===== config.mk =====
export PLATFORM = sky130hd
export DESIGN_NAME = x509_tbs_header_parser
export DESIGN_NICKNAME = d
export VERILOG_FILES = /design/src/sv/x509_tbs_pkg.sv /design/src/sv/x509_tbs_header_parser.sv
export SDC_FILE = /design/constraint.sdc
export NUM_CORES = 1
export LEC_CHECK = 0
export BUFFER_PORTS_ARGS = -buffer_cell sky130_fd_sc_hd__clkbuf_2
export CORE_MARGIN = 3
export CORE_UTILIZATION = 55
export DETAILED_ROUTE_END_ITERATION = 12
export PLACE_DENSITY_LB_ADDON = 0.05
export SYNTH_ARGS = -nofsm -noshare
export SYNTH_HDL_FRONTEND = slang
export SYNTH_SLANG_ARGS = --single-unit
export TNS_END_PERCENT = 100

===== constraint.sdc =====
create_clock -name clock -period 4.16 [get_ports clock]
set_clock_uncertainty 0.1 [all_clocks]
set_input_delay 0.208 -clock clock [delete_from_list [all_inputs] [get_ports clock]]
set_output_delay 0.208 -clock clock [all_outputs]
set_load 0.05 [all_outputs]

===== src/sv/x509_tbs_pkg.sv =====
// -----------------------------------------------------------------------------
// X.509 TBS header parser package
// Parse phase codes, result kinds and DER constants shared by the parser.
// -----------------------------------------------------------------------------
package x509_tbs_pkg;

   // Long-form lengths may use from one up to this many octets (range 1 to 4).
   localparam int MAX_LENGTH_OCTETS = 2;

   localparam logic [7:0] TAG_SEQUENCE   = 8'h30;
   localparam logic [7:0] TAG_CTX0       = 8'hA0;
   localparam logic [7:0] VER_WRAP_LEN   = 8'h03;
   localparam logic [7:0] TAG_INTEGER    = 8'h02;
   localparam logic [7:0] TAG_OID        = 8'h06;
   localparam logic [7:0] TAG_NULL       = 8'h05;
   localparam logic [7:0] LEN_LONG_FLAG  = 8'h80;
   localparam logic [7:0] VER_INT_LEN    = 8'h01;
   localparam logic [7:0] NULL_LEN       = 8'h00;

   typedef enum logic [22:0] {
      PH_IDLE       = 23'h000001,
      PH_OUT_LEN    = 23'h000002,
      PH_OUT_LENX   = 23'h000004,
      PH_TBS_TAG    = 23'h000008,
      PH_TBS_LEN    = 23'h000010,
      PH_TBS_LENX   = 23'h000020,
      PH_VER_TAG    = 23'h000040,
      PH_VER_LEN    = 23'h000080,
      PH_VER_INT    = 23'h000100,
      PH_VER_ILEN   = 23'h000200,
      PH_VER_VAL    = 23'h000400,
      PH_SER_TAG    = 23'h000800,
      PH_SER_LEN    = 23'h001000,
      PH_SER_BYTES  = 23'h002000,
      PH_ALG_TAG    = 23'h004000,
      PH_ALG_LEN    = 23'h008000,
      PH_ALG_LENX   = 23'h010000,
      PH_ALG_BODY   = 23'h020000,
      PH_OID_LEN    = 23'h040000,
      PH_OID_BYTES  = 23'h080000,
      PH_AFTER_OID  = 23'h100000,
      PH_NULL_LEN   = 23'h200000,
      PH_ISSUER_TAG = 23'h400000
   } phase_type;

   typedef enum logic [2:0] {
      KIND_VERSION = 3'd0,
      KIND_SERIAL  = 3'd1,
      KIND_OID     = 3'd2,
      KIND_ACCEPT  = 3'd3,
      KIND_ERROR   = 3'd4
   } kind_type;

endpackage


===== src/sv/x509_tbs_header_parser.sv =====
// -----------------------------------------------------------------------------
// X.509 TBS header parser
// Streams a DER certificate byte by byte, checks the head of the TBS part and
// reports the version, serial bytes, signature OID bytes, acceptance or error.
// -----------------------------------------------------------------------------
//  channel | direction | tdata             | tuser                  | tlast
//  req     | in        | [7:0] data_byte   | start_of_certificate   | -
//  rsp     | out       | [7:0] field_value | [2:0] field_kind       | last_of_field
//
// One byte per cycle while the response side does not stall: a beat is
// registered at the input, then one state transition of the parser writes the result register.
// Any byte that produces no result leaves the pipe without a response beat.
// Reset puts the parser in the idle phase and empties both registers.
// A stalled response only holds the input side once the input register is
// also full and its byte would produce a result.
// -----------------------------------------------------------------------------
module x509_tbs_header_parser (
   input  logic       clock,
   input  logic       reset,
   input  logic       req_tvalid,
   output logic       req_tready,
   input  logic [7:0] req_tdata,   // [7:0] data_byte
   input  logic       req_tuser,   // [0] start_of_certificate
   output logic       rsp_tvalid,
   input  logic       rsp_tready,
   output logic [7:0] rsp_tdata,   // [7:0] field_value
   output logic [2:0] rsp_tuser,   // [2:0] field_kind
   output logic       rsp_tlast    // last_of_field
);

   // Input register.
   logic       in_vld_ff;
   logic       in_vld_in;
   logic [7:0] in_byte_ff;
   logic       in_start_ff;

   // Parser state.
   x509_tbs_pkg::phase_type phase_ff;
   x509_tbs_pkg::phase_type phase_in;
   logic [15:0] acc_ff;
   logic [15:0] acc_in;
   logic [1:0]  oct_left_ff;
   logic [1:0]  oct_left_in;
   logic [7:0]  field_left_ff;
   logic [7:0]  field_left_in;

   // Result register.
   logic                   out_vld_ff;
   logic                   out_vld_in;
   logic [7:0]             out_value_ff;
   x509_tbs_pkg::kind_type out_kind_ff;
   logic                   out_last_ff;

   logic                   res_vld;
   x509_tbs_pkg::kind_type res_kind;
   logic [7:0]             res_value;
   logic                   res_last;

   logic go;
   logic out_free;

   // Length octet decode.
   logic [6:0]  len_n;
   logic        len_long;
   logic        len_n_bad;
   logic [1:0]  len_left_first;
   logic [15:0] acc_more;

   assign out_free  = !out_vld_ff || rsp_tready;
   assign go        = in_vld_ff && (out_free || !res_vld);
   assign req_tready = !in_vld_ff || go;

   assign len_long       = in_byte_ff[7];
   assign len_n          = in_byte_ff[6:0];
   assign len_n_bad      = (len_n == 7'd0) ||
                           (len_n > 7'(x509_tbs_pkg::MAX_LENGTH_OCTETS));
   assign len_left_first = 2'(len_n - 7'd1);
   // Further long-form octets shift in big-endian and saturate at all ones.
   assign acc_more       = (acc_ff[15:8] != 8'd0) ? 16'hFFFF : {acc_ff[7:0], in_byte_ff};

   always_comb begin
      logic ok;
      ok            = 1'b1;
      phase_in      = phase_ff;
      acc_in        = acc_ff;
      oct_left_in   = oct_left_ff;
      field_left_in = field_left_ff;
      res_vld       = 1'b0;
      res_kind      = x509_tbs_pkg::KIND_ERROR;
      res_value     = 8'd0;
      res_last      = 1'b0;

      if (in_start_ff) begin
         phase_in      = x509_tbs_pkg::PH_IDLE;
         acc_in        = 16'd0;
         oct_left_in   = 2'd0;
         field_left_in = 8'd0;
         if (in_byte_ff == x509_tbs_pkg::TAG_SEQUENCE) begin
            phase_in = x509_tbs_pkg::PH_OUT_LEN;
         end else begin
            res_vld = 1'b1;
         end
      end else begin
         unique case (phase_ff)
            x509_tbs_pkg::PH_OUT_LEN, x509_tbs_pkg::PH_TBS_LEN,
            x509_tbs_pkg::PH_ALG_LEN: begin
               if (!len_long) begin
                  if (phase_ff != x509_tbs_pkg::PH_ALG_LEN && in_byte_ff == 8'd0) begin
                     ok = 1'b0;
                  end
                  acc_in = {8'd0, in_byte_ff};
                  phase_in = (phase_ff == x509_tbs_pkg::PH_OUT_LEN) ? x509_tbs_pkg::PH_TBS_TAG :
                             (phase_ff == x509_tbs_pkg::PH_TBS_LEN) ? x509_tbs_pkg::PH_VER_TAG :
                                                                       x509_tbs_pkg::PH_ALG_BODY;
               end else if (len_n_bad) begin
                  ok = 1'b0;
               end else begin
                  acc_in      = 16'd0;
                  oct_left_in = len_left_first;
                  phase_in = (phase_ff == x509_tbs_pkg::PH_OUT_LEN) ? x509_tbs_pkg::PH_OUT_LENX :
                             (phase_ff == x509_tbs_pkg::PH_TBS_LEN) ? x509_tbs_pkg::PH_TBS_LENX :
                                                                       x509_tbs_pkg::PH_ALG_LENX;
               end
            end
            x509_tbs_pkg::PH_OUT_LENX, x509_tbs_pkg::PH_TBS_LENX,
            x509_tbs_pkg::PH_ALG_LENX: begin
               acc_in = acc_more;
               if (oct_left_ff == 2'd0) begin
                  if (phase_ff != x509_tbs_pkg::PH_ALG_LENX && acc_more == 16'd0) begin
                     ok = 1'b0;
                  end
                  phase_in = (phase_ff == x509_tbs_pkg::PH_OUT_LENX) ? x509_tbs_pkg::PH_TBS_TAG :
                             (phase_ff == x509_tbs_pkg::PH_TBS_LENX) ? x509_tbs_pkg::PH_VER_TAG :
                                                                        x509_tbs_pkg::PH_ALG_BODY;
               end else begin
                  oct_left_in = oct_left_ff - 2'd1;
               end
            end
            x509_tbs_pkg::PH_TBS_TAG: begin
               ok       = (in_byte_ff == x509_tbs_pkg::TAG_SEQUENCE);
               phase_in = x509_tbs_pkg::PH_TBS_LEN;
            end
            x509_tbs_pkg::PH_VER_TAG: begin
               ok       = (in_byte_ff == x509_tbs_pkg::TAG_CTX0);
               phase_in = x509_tbs_pkg::PH_VER_LEN;
            end
            x509_tbs_pkg::PH_VER_LEN: begin
               ok       = (in_byte_ff == x509_tbs_pkg::VER_WRAP_LEN);
               phase_in = x509_tbs_pkg::PH_VER_INT;
            end
            x509_tbs_pkg::PH_VER_INT: begin
               ok       = (in_byte_ff == x509_tbs_pkg::TAG_INTEGER);
               phase_in = x509_tbs_pkg::PH_VER_ILEN;
            end
            x509_tbs_pkg::PH_VER_ILEN: begin
               ok       = (in_byte_ff == x509_tbs_pkg::VER_INT_LEN);
               phase_in = x509_tbs_pkg::PH_VER_VAL;
            end
            x509_tbs_pkg::PH_VER_VAL: begin
               phase_in  = x509_tbs_pkg::PH_SER_TAG;
               res_vld   = 1'b1;
               res_kind  = x509_tbs_pkg::KIND_VERSION;
               res_value = in_byte_ff;
            end
            x509_tbs_pkg::PH_SER_TAG: begin
               ok       = (in_byte_ff == x509_tbs_pkg::TAG_INTEGER);
               phase_in = x509_tbs_pkg::PH_SER_LEN;
            end
            x509_tbs_pkg::PH_SER_LEN, x509_tbs_pkg::PH_OID_LEN: begin
               // Only a nonzero short-form length is allowed here.
               ok            = (in_byte_ff != 8'd0) && !in_byte_ff[7];
               field_left_in = in_byte_ff;
               phase_in      = (phase_ff == x509_tbs_pkg::PH_SER_LEN) ?
                               x509_tbs_pkg::PH_SER_BYTES : x509_tbs_pkg::PH_OID_BYTES;
            end
            x509_tbs_pkg::PH_SER_BYTES, x509_tbs_pkg::PH_OID_BYTES: begin
               res_vld   = 1'b1;
               res_kind  = (phase_ff == x509_tbs_pkg::PH_SER_BYTES) ?
                           x509_tbs_pkg::KIND_SERIAL : x509_tbs_pkg::KIND_OID;
               res_value = in_byte_ff;
               res_last  = (field_left_ff <= 8'd1);
               if (field_left_ff <= 8'd1) begin
                  field_left_in = 8'd0;
                  phase_in      = (phase_ff == x509_tbs_pkg::PH_SER_BYTES) ?
                                  x509_tbs_pkg::PH_ALG_TAG : x509_tbs_pkg::PH_AFTER_OID;
               end else begin
                  field_left_in = field_left_ff - 8'd1;
               end
            end
            x509_tbs_pkg::PH_ALG_TAG: begin
               ok       = (in_byte_ff == x509_tbs_pkg::TAG_SEQUENCE);
               phase_in = x509_tbs_pkg::PH_ALG_LEN;
            end
            x509_tbs_pkg::PH_ALG_BODY, x509_tbs_pkg::PH_AFTER_OID: begin
               if (in_byte_ff == x509_tbs_pkg::TAG_OID &&
                   phase_ff == x509_tbs_pkg::PH_ALG_BODY) begin
                  phase_in = x509_tbs_pkg::PH_OID_LEN;
               end else if (in_byte_ff == x509_tbs_pkg::TAG_NULL) begin
                  phase_in = x509_tbs_pkg::PH_NULL_LEN;
               end else if (in_byte_ff == x509_tbs_pkg::TAG_SEQUENCE) begin
                  phase_in      = x509_tbs_pkg::PH_IDLE;
                  acc_in        = 16'd0;
                  oct_left_in   = 2'd0;
                  field_left_in = 8'd0;
                  res_vld       = 1'b1;
                  res_kind      = x509_tbs_pkg::KIND_ACCEPT;
               end else begin
                  ok = 1'b0;
               end
            end
            x509_tbs_pkg::PH_NULL_LEN: begin
               ok       = (in_byte_ff == x509_tbs_pkg::NULL_LEN);
               phase_in = x509_tbs_pkg::PH_ISSUER_TAG;
            end
            x509_tbs_pkg::PH_ISSUER_TAG: begin
               if (in_byte_ff == x509_tbs_pkg::TAG_SEQUENCE) begin
                  phase_in      = x509_tbs_pkg::PH_IDLE;
                  acc_in        = 16'd0;
                  oct_left_in   = 2'd0;
                  field_left_in = 8'd0;
                  res_vld       = 1'b1;
                  res_kind      = x509_tbs_pkg::KIND_ACCEPT;
               end else begin
                  ok = 1'b0;
               end
            end
            default: begin
               // Idle bytes without a start flag are dropped.
               phase_in = x509_tbs_pkg::PH_IDLE;
            end
         endcase

         if (!ok) begin
            phase_in      = x509_tbs_pkg::PH_IDLE;
            acc_in        = 16'd0;
            oct_left_in   = 2'd0;
            field_left_in = 8'd0;
            res_vld       = 1'b1;
            res_kind      = x509_tbs_pkg::KIND_ERROR;
            res_value     = 8'd0;
            res_last      = 1'b0;
         end
      end
   end

   assign in_vld_in  = (req_tvalid && req_tready) || (in_vld_ff && !go);
   assign out_vld_in = (go && res_vld) || (out_vld_ff && !rsp_tready);

   always_ff @(posedge clock) begin
      if (reset) begin
         in_vld_ff     <= 1'b0;
         out_vld_ff    <= 1'b0;
         phase_ff      <= x509_tbs_pkg::PH_IDLE;
         acc_ff        <= 16'd0;
         oct_left_ff   <= 2'd0;
         field_left_ff <= 8'd0;
      end else begin
         in_vld_ff  <= in_vld_in;
         out_vld_ff <= out_vld_in;
         if (go) begin
            phase_ff      <= phase_in;
            acc_ff        <= acc_in;
            oct_left_ff   <= oct_left_in;
            field_left_ff <= field_left_in;
         end
      end
   end

   always_ff @(posedge clock) begin
      if (req_tvalid && req_tready) begin
         in_byte_ff  <= req_tdata;
         in_start_ff <= req_tuser;
      end
      if (go && res_vld) begin
         out_value_ff <= res_value;
         out_kind_ff  <= res_kind;
         out_last_ff  <= res_last;
      end
   end

   assign rsp_tvalid = out_vld_ff;
   assign rsp_tdata  = out_value_ff;
   assign rsp_tuser  = out_kind_ff;
   assign rsp_tlast  = out_last_ff;

   // A field byte count of zero inside the byte phases is flagged as an error.
   a_field_count_live: assert property (@(posedge clock) disable iff (reset)
      (phase_ff == x509_tbs_pkg::PH_SER_BYTES || phase_ff == x509_tbs_pkg::PH_OID_BYTES)
      |-> field_left_ff != 8'd0)
      else $error("field byte count is zero inside a field");

   a_last_kind: assert property (@(posedge clock) disable iff (reset)
      rsp_tvalid && rsp_tlast |->
      (rsp_tuser == x509_tbs_pkg::KIND_SERIAL || rsp_tuser == x509_tbs_pkg::KIND_OID))
      else $error("last flag on a beat that is not a field byte");

   a_status_zero: assert property (@(posedge clock) disable iff (reset)
      rsp_tvalid &&
      (rsp_tuser == x509_tbs_pkg::KIND_ACCEPT || rsp_tuser == x509_tbs_pkg::KIND_ERROR)
      |-> rsp_tdata == 8'd0)
      else $error("status beat carries a nonzero value");

   // Accept and error both end the parse.
   a_end_idle: assert property (@(posedge clock) disable iff (reset)
      go && res_vld &&
      (res_kind == x509_tbs_pkg::KIND_ACCEPT || res_kind == x509_tbs_pkg::KIND_ERROR)
      |=> phase_ff == x509_tbs_pkg::PH_IDLE)
      else $error("parser did not return to idle after a status beat");

endmodule

# Yosys cells after proc, flatten, opt, wreduce, memory -nomap -nowiden
# Index checks and enable logic that the tools add are counted.
[totals] ff_bits=72 inputBits=13 output_inout_bits=14 wordCells=167
[classes] addsub=3 order_cmp=2 eq_ne=41 muxes=65 bitwise=3 reduce_logical=42
[ops] operator="23-bit one-hot mux with 15 select lines" count=1
[ops] operator="23-bit 2-to-1 mux" count=9
[ops] operator="16-bit 2-to-1 mux" count=8
[ops] operator="18-bit 2-to-1 mux" count=4
[ops] operator="16-bit one-hot mux with 4 select lines" count=1
[ops] operator="8-bit 2-to-1 mux" count=6
[ops] operator="17-bit 2-to-1 mux" count=2
[ops] operator="8-bit one-hot mux with 4 select lines" count=1
[ops] operator="4-bit inequality test, second input constant" count=7
[ops] operator="23-bit by 10-bit equality test with 1-bit output, second input constant" count=1
[ops] operator="23-bit by 11-bit equality test with 1-bit output, second input constant" count=1
[ops] operator="23-bit by 12-bit equality test with 1-bit output, second input constant" count=1
[ops] operator="23-bit by 13-bit equality test with 1-bit output, second input constant" count=1
[ops] operator="23-bit by 14-bit equality test with 1-bit output, second input constant" count=1
[ops] operator="23-bit by 15-bit equality test with 1-bit output, second input constant" count=1
[ops] operator="23-bit by 16-bit equality test with 1-bit output, second input constant" count=1
[ops] operator="23-bit by 17-bit equality test with 1-bit output, second input constant" count=1
[ops] operator="23-bit by 18-bit equality test with 1-bit output, second input constant" count=1
[ops] operator="23-bit by 19-bit equality test with 1-bit output, second input constant" count=1
[ops] operator="23-bit by 2-bit equality test with 1-bit output, second input constant" count=1
[ops] operator="23-bit by 20-bit equality test with 1-bit output, second input constant" count=1
[ops] operator="23-bit by 21-bit equality test with 1-bit output, second input constant" count=1
[ops] operator="23-bit by 22-bit equality test with 1-bit output, second input constant" count=1
[ops] operator="23-bit equality test, second input constant" count=1
[ops] operator="other kinds (43)" count=102

# Depth between registers and ports, before layout
# Gate-level depths: netlist of the first run.
[depth] ltp_word=16 depth_mapped=12 ltp_nobuf=9

# Worst setup path after synthesis of the first run
# OpenSTA, ideal clock, no wires.
[synth_path] path_kind="register to register" startpoint="reg in_byte_ff[7]" endpoint="reg out_value_ff[0] (netlist: rsp_tdata[0]), enable pin" setup_time_ps=380 t_arrival_ps=2991 required_time_ps=3680 slack_ps=689 path_stages_with_launch=10 n_path_buf=1 synth_period_minus_slack_ps=3471 cell_sequence="edfxtp_1 clkbuf_1 nor4_2 nand4_1 or4_1 a222oi_1 o2111a_2 a21oi_2 a32o_1 nor2_1"
[synth_via] elab_chain_len=13 word_cells_on_any_way=35 cone_classes="eq/ne: 7; mux: 16; reduce/logical: 12"
[synth_rtl] element="start: declaration" line_no="x509_tbs_header_parser.sv:34" text="logic [7:0] in_byte_ff;"
[synth_rtl] element="start signal: assignment" line_no="x509_tbs_header_parser.sv:271" text="in_byte_ff <= req_tdata;"
[synth_rtl] element="16-bit 2-to-1 mux" line_no="x509_tbs_header_parser.sv:79" text="assign acc_more = (acc_ff[15:8] != 8'd0) ? 16'hFFFF : {acc_ff[7:0], in_byte_ff};"
[synth_rtl] element="16-bit logical NOT" line_no="x509_tbs_header_parser.sv:129" text="if (phase_ff != x509_tbs_pkg::PH_ALG_LENX && acc_more == 16'd0) begin"
[synth_rtl] element="1-bit logical AND" line_no="x509_tbs_header_parser.sv:129"
[synth_rtl] element="1-bit 2-to-1 mux" line_no="x509_tbs_header_parser.sv:129"
[synth_rtl] element="1-bit 2-to-1 mux" line_no="x509_tbs_header_parser.sv:128" text="if (oct_left_ff == 2'd0) begin"
[synth_rtl] element="1-bit one-hot mux with 11 select lines" line_no="x509_tbs_header_parser.sv:104" text="unique case (phase_ff)"
[synth_rtl] element="1-bit 2-to-1 mux" line_no="x509_tbs_header_parser.sv:93" text="if (in_start_ff) begin"
[synth_rtl] element="1-bit 2-to-1 mux" line_no="x509_tbs_header_parser.sv:233" text="if (!ok) begin"
[synth_rtl] element="1-bit 2-to-1 mux *" line_no="x509_tbs_header_parser.sv:93"
[synth_rtl] element="1-bit logical NOT" line_no="x509_tbs_header_parser.sv:70" text="assign go = in_vld_ff && (out_free || !res_vld);"
[synth_rtl] element="1-bit logical OR" line_no="x509_tbs_header_parser.sv:70"
[synth_rtl] element="1-bit logical AND" line_no="x509_tbs_header_parser.sv:70"
[synth_rtl] element="1-bit logical AND *" line_no="x509_tbs_header_parser.sv:274" text="if (go && res_vld) begin"
[synth_rtl] element="end signal: assignment" line_no="x509_tbs_header_parser.sv:275" text="out_value_ff <= res_value;"
[synth_rtl] element="end: declaration" line_no="x509_tbs_header_parser.sv:50" text="logic [7:0] out_value_ff;"
# Mark *: on every way between the ends. The rest lies on a longest branch, timed or not. The select of a mux whose other input is x is not followed.
# A chain may end at the register's enable or synchronous reset.

# Worst setup path in the final report of the first run
[layout_path] startpoint="reg in_byte_ff[4]" endpoint="out req_tready"
[layout_via] elab_chain_len=13 word_cells_on_any_way=38 cone_classes="order compare: 1; eq/ne: 7; mux: 17; reduce/logical: 13"
[layout_rtl] element="parallel branches: the longest is 8 deep, another holds 7-bit by 2-bit > comparator with 1-bit output"
[layout_rtl] element="1-bit 2-to-1 mux *" line_no="x509_tbs_header_parser.sv:93"
[layout_rtl] element="1-bit logical NOT *" line_no="x509_tbs_header_parser.sv:70"
[layout_rtl] element="1-bit logical OR *" line_no="x509_tbs_header_parser.sv:70"
[layout_rtl] element="1-bit logical AND *" line_no="x509_tbs_header_parser.sv:70"
[layout_rtl] element="1-bit logical OR *" line_no="x509_tbs_header_parser.sv:71" text="assign req_tready = !in_vld_ff || go;"
[layout_rtl] element="end: declaration" line_no="x509_tbs_header_parser.sv:21" text="output logic req_tready,"
# Every way passes the cells marked *. The select of a mux whose other input is x is not followed.

==> results of run 1 <==
==> layout by cell type (no fill, tap or decap), types with 8 or more instances in the layout <==
cell / count
sky130_fd_sc_hd__a21oi_1: 24
sky130_fd_sc_hd__a22o_1: 12
sky130_fd_sc_hd__and3_1: 8
sky130_fd_sc_hd__buf_4: 18
sky130_fd_sc_hd__clkbuf_2: 26
sky130_fd_sc_hd__clkbuf_8: 9
sky130_fd_sc_hd__dfxtp_1: 51
sky130_fd_sc_hd__dlygate4sd3_1: 10
sky130_fd_sc_hd__edfxtp_1: 21
sky130_fd_sc_hd__inv_1: 11
sky130_fd_sc_hd__mux2i_1: 24
sky130_fd_sc_hd__nand2_1: 41
sky130_fd_sc_hd__nand2b_1: 36
sky130_fd_sc_hd__nand4_1: 27
sky130_fd_sc_hd__nor2_1: 50
sky130_fd_sc_hd__nor3_1: 16
sky130_fd_sc_hd__nor4_1: 8
sky130_fd_sc_hd__o211ai_1: 9
sky130_fd_sc_hd__o21ai_0: 24
sky130_fd_sc_hd__or3_1: 14
sky130_fd_sc_hd__xnor2_1: 8
==> cell usage after synthesis, types with 8 or more instances <==
cell	n	area, µm²
sky130_fd_sc_hd__nor2_1	50	188
sky130_fd_sc_hd__nand2b_1	36	225
sky130_fd_sc_hd__xnor2_1	8	70.1
sky130_fd_sc_hd__a22o_1	12	105
sky130_fd_sc_hd__inv_1	11	41.3
sky130_fd_sc_hd__clkbuf_1	16	60.1
sky130_fd_sc_hd__and3_1	8	50.1
sky130_fd_sc_hd__dfxtp_1	51	1020
sky130_fd_sc_hd__nand2_1	41	154
sky130_fd_sc_hd__o211ai_1	9	67.6
sky130_fd_sc_hd__nand4_1	27	169
sky130_fd_sc_hd__nor3_1	16	80.1
sky130_fd_sc_hd__o21ai_0	24	120
sky130_fd_sc_hd__a21oi_1	24	120
sky130_fd_sc_hd__or3_1	14	87.6
sky130_fd_sc_hd__edfxtp_1	21	631
sky130_fd_sc_hd__nor4_1	8	50.1
sky130_fd_sc_hd__buf_2	11	55.1
sky130_fd_sc_hd__mux2i_1	24	240
==> final timing paths <==
kind,cells past startpoint,slack [ns],endpoint,from
worst min register to register,2,0.38,acc_ff[8],acc_ff[8]
worst max-delay path,9,0.13,req_tready,in_byte_ff[4]
worst min-delay path,3,0.18,rsp_tvalid,rsp_tready
worst max register to register,9,0.38,acc_ff[4],in_byte_ff[4]
==> flip-flops by register name, summed over array words and instances (netlist names) <==
name,flops
in_vld_ff,1
rsp_tuser,3
field_left_ff,8
in_byte_ff,8
rsp_tlast,1
rsp_tvalid,1
in_start_ff,1
rsp_tdata,8
phase_ff,23
acc_ff,16
oct_left_ff,2
==> worst min-delay path, cell delays in order <==
cell                       delay, ns
sky130_fd_sc_hd__clkbuf_2       0.07
sky130_fd_sc_hd__nand2b_1       0.20
sky130_fd_sc_hd__o22ai_1        0.10
==> through the flow <==
stage               instances  worst slack (ns)  util [%]  hold WS [ns]  area [µm²]
floorplan                 530             0.689         -         0.207        4560
global placement          643             0.327      60.9         0.285        4800
detailed placement        643             0.253      60.9         0.287        4800
CTS                       669           0.00538      64.5         0.177        5090
global route              673           0.00172      65.1         0.225        5140
finish                    673             0.128      65.1         0.178        5140
==> final cells by class <==
type | count | area share [%]
tap | 102 | 2.48
sequential | 72 | 32.2
clock inverter | 5 | 1.10
timing repair buffer | 54 | 7.11
multi-input combinational | 418 | 53.8
inverter | 11 | 0.804
clock buffer | 11 | 2.56
==> metal layers <==
layer / up-vias / global-route usage [%]
li1: 2066 / -
met1: 2022 / 36.3
met2: 204 / 40.7
met3: 38 / 5.60
met4: 0 / 10.9
met5: - / 0
==> power by group through the flow <==
stage                     registers [W]  clock network (W)  logic (W)
after floorplan                0.000772                  0  0.0000732
after global placement         0.000766                  0   0.000111
after detailed placement       0.000766                  0   0.000111
after CTS                      0.000750           0.000552   0.000118
after global routing           0.000752           0.000585   0.000136
final                          0.000751           0.000547   0.000125
==> cell families (layout without fill, tap and decap cells) <==
kind of cell,count (synthesis),in the layout,synth area share (%)
and+or+nand+nor,265,265,34.1
AOI/OAI and AO/OA,115,115,17.7
DFF,72,72,36.2
buffers and inverters,40,81,3.84
muxes,25,25,5.51
xor gates and xnor gates,11,11,2.11
adders and majority gates,2,2,0.549
==> timing repair <==
| item | CTS | global route |
|---|---|---|
| hold buffers | 10 | 0 |
| buffers inserted | 0 | 4 |
| setup endpoints to repair | 0 | 17 |
| endpoints found under the hold margin | 10 | 0 |
| resized for setup | 0 | 2 |
==> reports/results.env, run 1 <==
STATUS='complete, no violations'
NUMBER_OF_ENABLE_FLIP_FLOP_CELLS_AFTER_SYNTHESIS=21
HOLD_PATH_CLASS='in2reg'
HOLD_VIOL_FINAL=0
MET2_LENGTH_UM=5600
DIE_H_UM=97.1
PWR-SHARE-COMB_PCT=8.8
SWITCHING_FRACTION_PCT=25.5
SETUP_REPAIR_AFTER_GLOBAL_ROUTING_MISSED_ITS_MARGIN='false'
SYNTHESIS.INSTANCES=530
YOSYS_WARNINGS=0
CELLINTERNALPOWER_W=0.00106
LEAKAGE_nW=1.86
VIA_PER_INST=6.43
DESIGN.DIE.AREA_MM2=0.00942
MET3ROUTEDLENGTH_UM=1000
CTSROOTBUFFERMASTER='sky130_fd_sc_hd__clkbuf_8'
GRT_PASS1_VIAS=4157
ANTENNA_CELLS=0
SEQ_AREA_MM2=0.00165
GR-TOTAL-OVERFLOW=0
MET1_WIRE_LENGTH_UM=5450
ROWS=32
FINAL.PERIOD_UTILIZATION_PCT=96.9
SYNTHESIS.NETS=545
LEADING_REGISTER_CELL_TYPE_OUT_OF_SYNTHESIS='sky130_fd_sc_hd__dfxtp_1'
ACHIEVABLE-FREQUENCY_MHz=248
TIMING.SETUP.TNS_NS=0
TRITONCTS='done'
CTS_HTREE_LEVELS=3
STARTPOINT_TYPE='flop'
TOPROUTINGLAYERUSED='met4'
CRITICAL_PATH_BUF_INV_COUNT=1
INITIAL_CORE_UTILIZATION_PCT=57.8
CLK_PIN_SLEW_WORST_PATHS_NS=0.08
NUM_VIAS=4330
CLK_LATENCY_NS=0.35
SYNTHARSTFLOPSHARE_PCT=0
REQUIRED_NS=3.85
CTS_BUFFER_DEPTH=2
IRDROPWORSTVDD_V=0.000196
GRT_MAX_DEGREE=49
GRT_ANTENNA_BEFORE_REPAIR=0
NUMCTSBUFFERS=9
CTS_NUM_SINKS=72
DETAIL-ROUTE-ANTENNA-NETS=0
FINALPOWER_W=0.00142
SYNTH-SEQ-AREA-SHARE_PCT=36.2
PATH_DELAY_FAMILY='simple AND/OR/NAND/NOR gates'
DRT_PASS1_ITERATIONS=6
FP.COREAREA_MM2=0.00789
CP_SLOWEST_STAGE_DELAY_NS=0.56
SETUP_VIOLATIONS=0
CRITPATHARRIVALTIME_NS=3.72
SETUP.WORST_PATH.END_CLASS='output pin'
DRIVE_ABOVE_1_SHARE_PCT=14.4
DP_HPWL_UM=8670
NFILLCELLS=685
SYNTH.LIB_CELLS_USED.DISTINCT=67
GLOBALPLACE.CONGESTION=0.928
TIMING.MAX_CAP.VIOLATIONS=0
GRT.TOTAL_USAGE_PCT=26.5
CRITICAL_PATH.SLOWEST_CELL='sky130_fd_sc_hd__nor4_4'
POWER_FRAC_CLOCK_PCT=38.5
WL_UM=12500
SEQ_POWER_SHARE_PCT=52.8
SLEW_HEADROOM_PCT=29.8
CRIT_PATH_CELL_TRACE='nor4_4 > nand4_1 > or4_1 > a222oi_1 > o2111a_2 > a21oi_2 > a32o_1 > or3_1 > clkbuf_2'
CRITICAL_PATH_CLASS='reg2out'
POST_SYNTH.CELL_AREA_AVG_UM2=8.60
FINALWORSTPATHREQUIREDPERIOD_NS=4.03
GRT_PASS1_WL_UM=20600
PORTBUFFERS=26
MULTI_INPUT_COMB_AREA_MM2=0.00276
AREA_GROWTH_PCT=12.6
CRITICAL_PATH.MAX_FANOUT=6
IO_PINS=27
AVGROUTEDWIREPERCELL_UM=18.5
SLEW_VIOLATIONS=0
WORST_SLEW_PIN_SLEW_NS=1.05
POSTSYNTHREGISTERBITS=72
POWER_SWITCHING_W=0.000363
SYNTH.CELL_AREA_MM2=0.00456
DIE_W_UM=97.1
POWER_DENSITY_mW_PER_MM2=277
NUM-NETS-FINAL=581
DETAILEDROUTE.FIRSTITERATIONVIOLATIONS=378
DRCVIOLATIONCOUNT=0
Power figures use the tool's default switching activity.
==> run 2: changes to the inputs <==
--- a/config.mk
+++ b/config.mk
@@ -5,11 +5,15 @@
 export SDC_FILE = /design/constraint.sdc
 export NUM_CORES = 1
 export LEC_CHECK = 0
+export ABC_CLOCK_PERIOD_IN_PS = 4160
 export BUFFER_PORTS_ARGS = -buffer_cell sky130_fd_sc_hd__clkbuf_2
+export CELL_PAD_IN_SITES_DETAIL_PLACEMENT = 1
+export CELL_PAD_IN_SITES_GLOBAL_PLACEMENT = 1
 export CORE_MARGIN = 3
-export CORE_UTILIZATION = 55
+export CORE_UTILIZATION = 47
 export DETAILED_ROUTE_END_ITERATION = 12
 export PLACE_DENSITY_LB_ADDON = 0.05
+export SKIP_CTS_REPAIR_TIMING = 1
 export SYNTH_ARGS = -nofsm -noshare
 export SYNTH_HDL_FRONTEND = slang
 export SYNTH_SLANG_ARGS = --single-unit
==> run 2 against run 1 <==
Net effect: die area is 16% higher; setup slack improved by 0.025 ns; sequential share of layout area decreased by 0.48 points; clock power increased by 1%; sequential power about the same; maximum frequency increased by 0.61%; final cell count grew 4.8%; worst hold slack got worse by 0.15 ns; flip-flop and latch count unchanged; critical path type unchanged; critical endpoint unchanged; largest power group unchanged; highest routed layer unchanged.
==> reports/results.env, run 2 (synthesis results as in run 1) <==
DP_HPWL_UM=10400  # was 8670 µm
DESIGN.DIE.AREA_MM2=0.0109  # was 0.00942 mm²
CLK_LATENCY_NS=0.35  # about the same
CRITICAL_PATH_DEPTH=9  # unchanged
DRIVE_ABOVE_1_SHARE_PCT=15.6  # was 14.4%
AREA_GROWTH_PCT=14.3  # was 12.6%
DRCVIOLATIONCOUNT=0  # unchanged
HOLD_VIOL_FINAL=0  # unchanged
FINAL_COMMON_CELL='sky130_fd_sc_hd__dfxtp_1'  # unchanged
GRT_PASS1_VIAS=4385  # was 4157
CRITICAL_PATH_CLASS='reg2out'  # unchanged
RR_STARTPOINT='in_byte_ff[4]'  # unchanged
PATH_DELAY_FAMILY='simple AND/OR/NAND/NOR gates'  # unchanged
CRITICAL_PATH.MAX_FANOUT=7  # was 6
CTS_BUFFER_DEPTH=2  # unchanged
GRT_MAX_DEGREE=49  # unchanged
DIE_H_UM=105  # was 97.1 µm
ROWS=35  # was 32
CRITPATHARRIVALTIME_NS=3.70  # was 3.72 ns
NFILLCELLS=1136  # was 685
WL_UM=14300  # was 12500 µm
IRDROPWORSTVDD_V=0.000140  # was 0.000196 V
GRT.TOTAL_USAGE_PCT=26.2  # was 26.5%
POWER_DENSITY_mW_PER_MM2=275  # was 277 mW/mm²
CRITICAL_PATH_BUF_INV_COUNT=1  # unchanged
NUM-NETS-FINAL=586  # was 581
TRITONCTS='done'  # unchanged
NUM_VIAS=4335  # was 4330
INITIAL_CORE_UTILIZATION_PCT=48.9  # was 57.8%
RR_WORST_DEPTH=10  # was 9
CTS_HTREE_LEVELS=3  # unchanged
NUMCTSBUFFERS=9  # unchanged
CTSROOTBUFFERMASTER='sky130_fd_sc_hd__clkbuf_8'  # unchanged
DRT_PASS1_ITERATIONS=5  # was 6
FP.COREAREA_MM2=0.00933  # was 0.00789 mm²
CP_SLOWEST_STAGE_DELAY_NS=0.56  # about the same
FINALPOWER_W=0.00143  # was 0.00142 W
SETUP.WORST_PATH.END_CLASS='output pin'  # unchanged
CTS_NUM_SINKS=72  # unchanged
DETAILEDROUTE.FIRSTITERATIONVIOLATIONS=279  # was 378
VIA_PER_INST=6.15  # was 6.43
LAYOUT_TOP_REGISTERS='phase_ff: 23 flops, acc_ff: 16 flops'  # unchanged
TIMING.MAX_CAP.VIOLATIONS=0  # unchanged
GLOBALPLACE.CONGESTION=0.971  # was 0.928
FINAL_CELL_MIX='sky130_fd_sc_hd__dfxtp_1, sky130_fd_sc_hd__nor2_1, sky130_fd_sc_hd__nand2_1'  # unchanged
STATUS='complete, no violations'  # unchanged
REQUIRED_NS=3.85  # about the same
CRIT_PATH_CELL_TRACE='nor4_4 > nand4_1 > or4_1 > a222oi_1 > o2111a_2 > a21oi_2 > a32o_1 > or3_1 > clkbuf_2'  # unchanged
SLEW_VIOLATIONS=0  # unchanged
WORSTSETUPSTARTPOINT='in_byte_ff[2]'  # was in_byte_ff[4]
STARTPOINT_TYPE='flop'  # unchanged
RRSETUPSLACK_NS=0.40  # was 0.38 ns
TIMING.RR.END='acc_ff[5]'  # was acc_ff[4]
DIE_W_UM=105  # was 97.1 µm
GR-TOTAL-OVERFLOW=0  # unchanged
GRT_PASS1_WL_UM=23100  # was 20600 µm
FINAL.PERIOD_UTILIZATION_PCT=96.3  # was 96.9%
FINALWORSTPATHREQUIREDPERIOD_NS=4.01  # was 4.03 ns
HOLD_PATH_CLASS='in2reg'  # unchanged
SLEW_HEADROOM_PCT=32.4  # was 29.8%
FINAL.HOLD.WORST_SLACK_NS=0.0329  # was 0.178 ns
LARGEST_REGISTER_FFS=23  # unchanged
CRITPATHCAPTURE='req_tready'  # unchanged
IO_PINS=27  # unchanged
PORTBUFFERS=26  # unchanged
ACHIEVABLE-FREQUENCY_MHz=250  # was 248 MHz
ANTENNA_CELLS=0  # unchanged
CLK_PIN_SLEW_WORST_PATHS_NS=0.08  # about the same
DETAIL-ROUTE-ANTENNA-NETS=0  # unchanged
LEAKAGE_nW=1.89  # was 1.86 nW
SETUP_VIOLATIONS=0  # unchanged
WORST_SLEW_PIN_SLEW_NS=1.01  # was 1.05 ns
AVGROUTEDWIREPERCELL_UM=20.3  # was 18.5 µm
CRITICAL_PATH.SLOWEST_CELL='sky130_fd_sc_hd__edfxtp_1'  # was sky130_fd_sc_hd__nor4_4
GRT_ANTENNA_BEFORE_REPAIR=0  # unchanged
LARGEST-REGISTER='phase_ff'  # unchanged
## run 2: cell types whose count changed in the layout (fill, tap and decap cells not counted), sizes merged
| cell | previous run | this run |
|---|---|---|
| buf | 18 | 24 |
| dlygate4sd3 | 10 | 9 |
| clkinv | 2 | 4 |
| inv | 12 | 11 |
| clkbuf | 37 | 36 |
## run 2: layer usage
metal | up-vias | wire length [µm] | global-route usage [%]
met3 | 33 | 506 | 4.41
met5 | - | 0 | 0
met4 | 0 | 390 | 9.21
met1 | 2129 | 6690 | 34.6
li1 | 2083 | - | -
met2 | 90 | 6730 | 43.3
## run 2: area by class of cell
cell class | instances | area [µm²] | share of cell area [%]
inverter | 11 | 41.3 | 0.792
timing repair buffer | 59 | 400 | 7.68
clock buffer | 10 | 128 | 2.45
clock inverter | 6 | 60.1 | 1.15
tap | 129 | 161 | 3.10
sequential | 72 | 1650 | 31.7
multi-input combinational | 418 | 2770 | 53.2
## run 2: how the worst min path moves through the flow
| stage | start | to | slack, ns | cells past startpoint |
|---|---|---|---|---|
| floorplan | req_tdata[0] | in_byte_ff[0] | 0.21 | 0 |
| global placement | req_tdata[2] | in_byte_ff[2] | 0.29 | 1 |
| detailed placement | req_tdata[1] | in_byte_ff[1] | 0.29 | 1 |
| CTS | req_tdata[1] | in_byte_ff[1] | -0.07 | 1 |
| global route | req_tvalid | in_vld_ff | 0.02 | 3 |
| finish | req_tvalid | in_vld_ff | 0.03 | 3 |
## run 2: worst min-delay path, stage by stage
cell and delay (ns):
sky130_fd_sc_hd__clkbuf_2 0.09, sky130_fd_sc_hd__inv_1 0.05, sky130_fd_sc_hd__o32ai_1 0.07
## run 2: metrics by stage
stage / setup slack [ns] / setup TNS [ns] / instances / util [%] / area [µm²]
CTS: -0.105 / -0.105 / 689 / 54.1 / 5040
floorplan: 0.689 / 0 / 530 / - / 4560
detailed placement: 0.226 / 0 / 673 / 52.1 / 4860
finish: 0.152 / 0 / 705 / 55.9 / 5210
global route: -0.00580 / -0.00580 / 705 / 55.9 / 5210
global placement: 0.313 / 0 / 673 / 52.1 / 4860
## run 2: where the power goes
group	total (W)	switching, W	internal [W]
sequential	0.000750	0.0000175	0.000733
clock	0.000553	0.000278	0.000274
combinational	0.000129	0.0000793	0.0000494
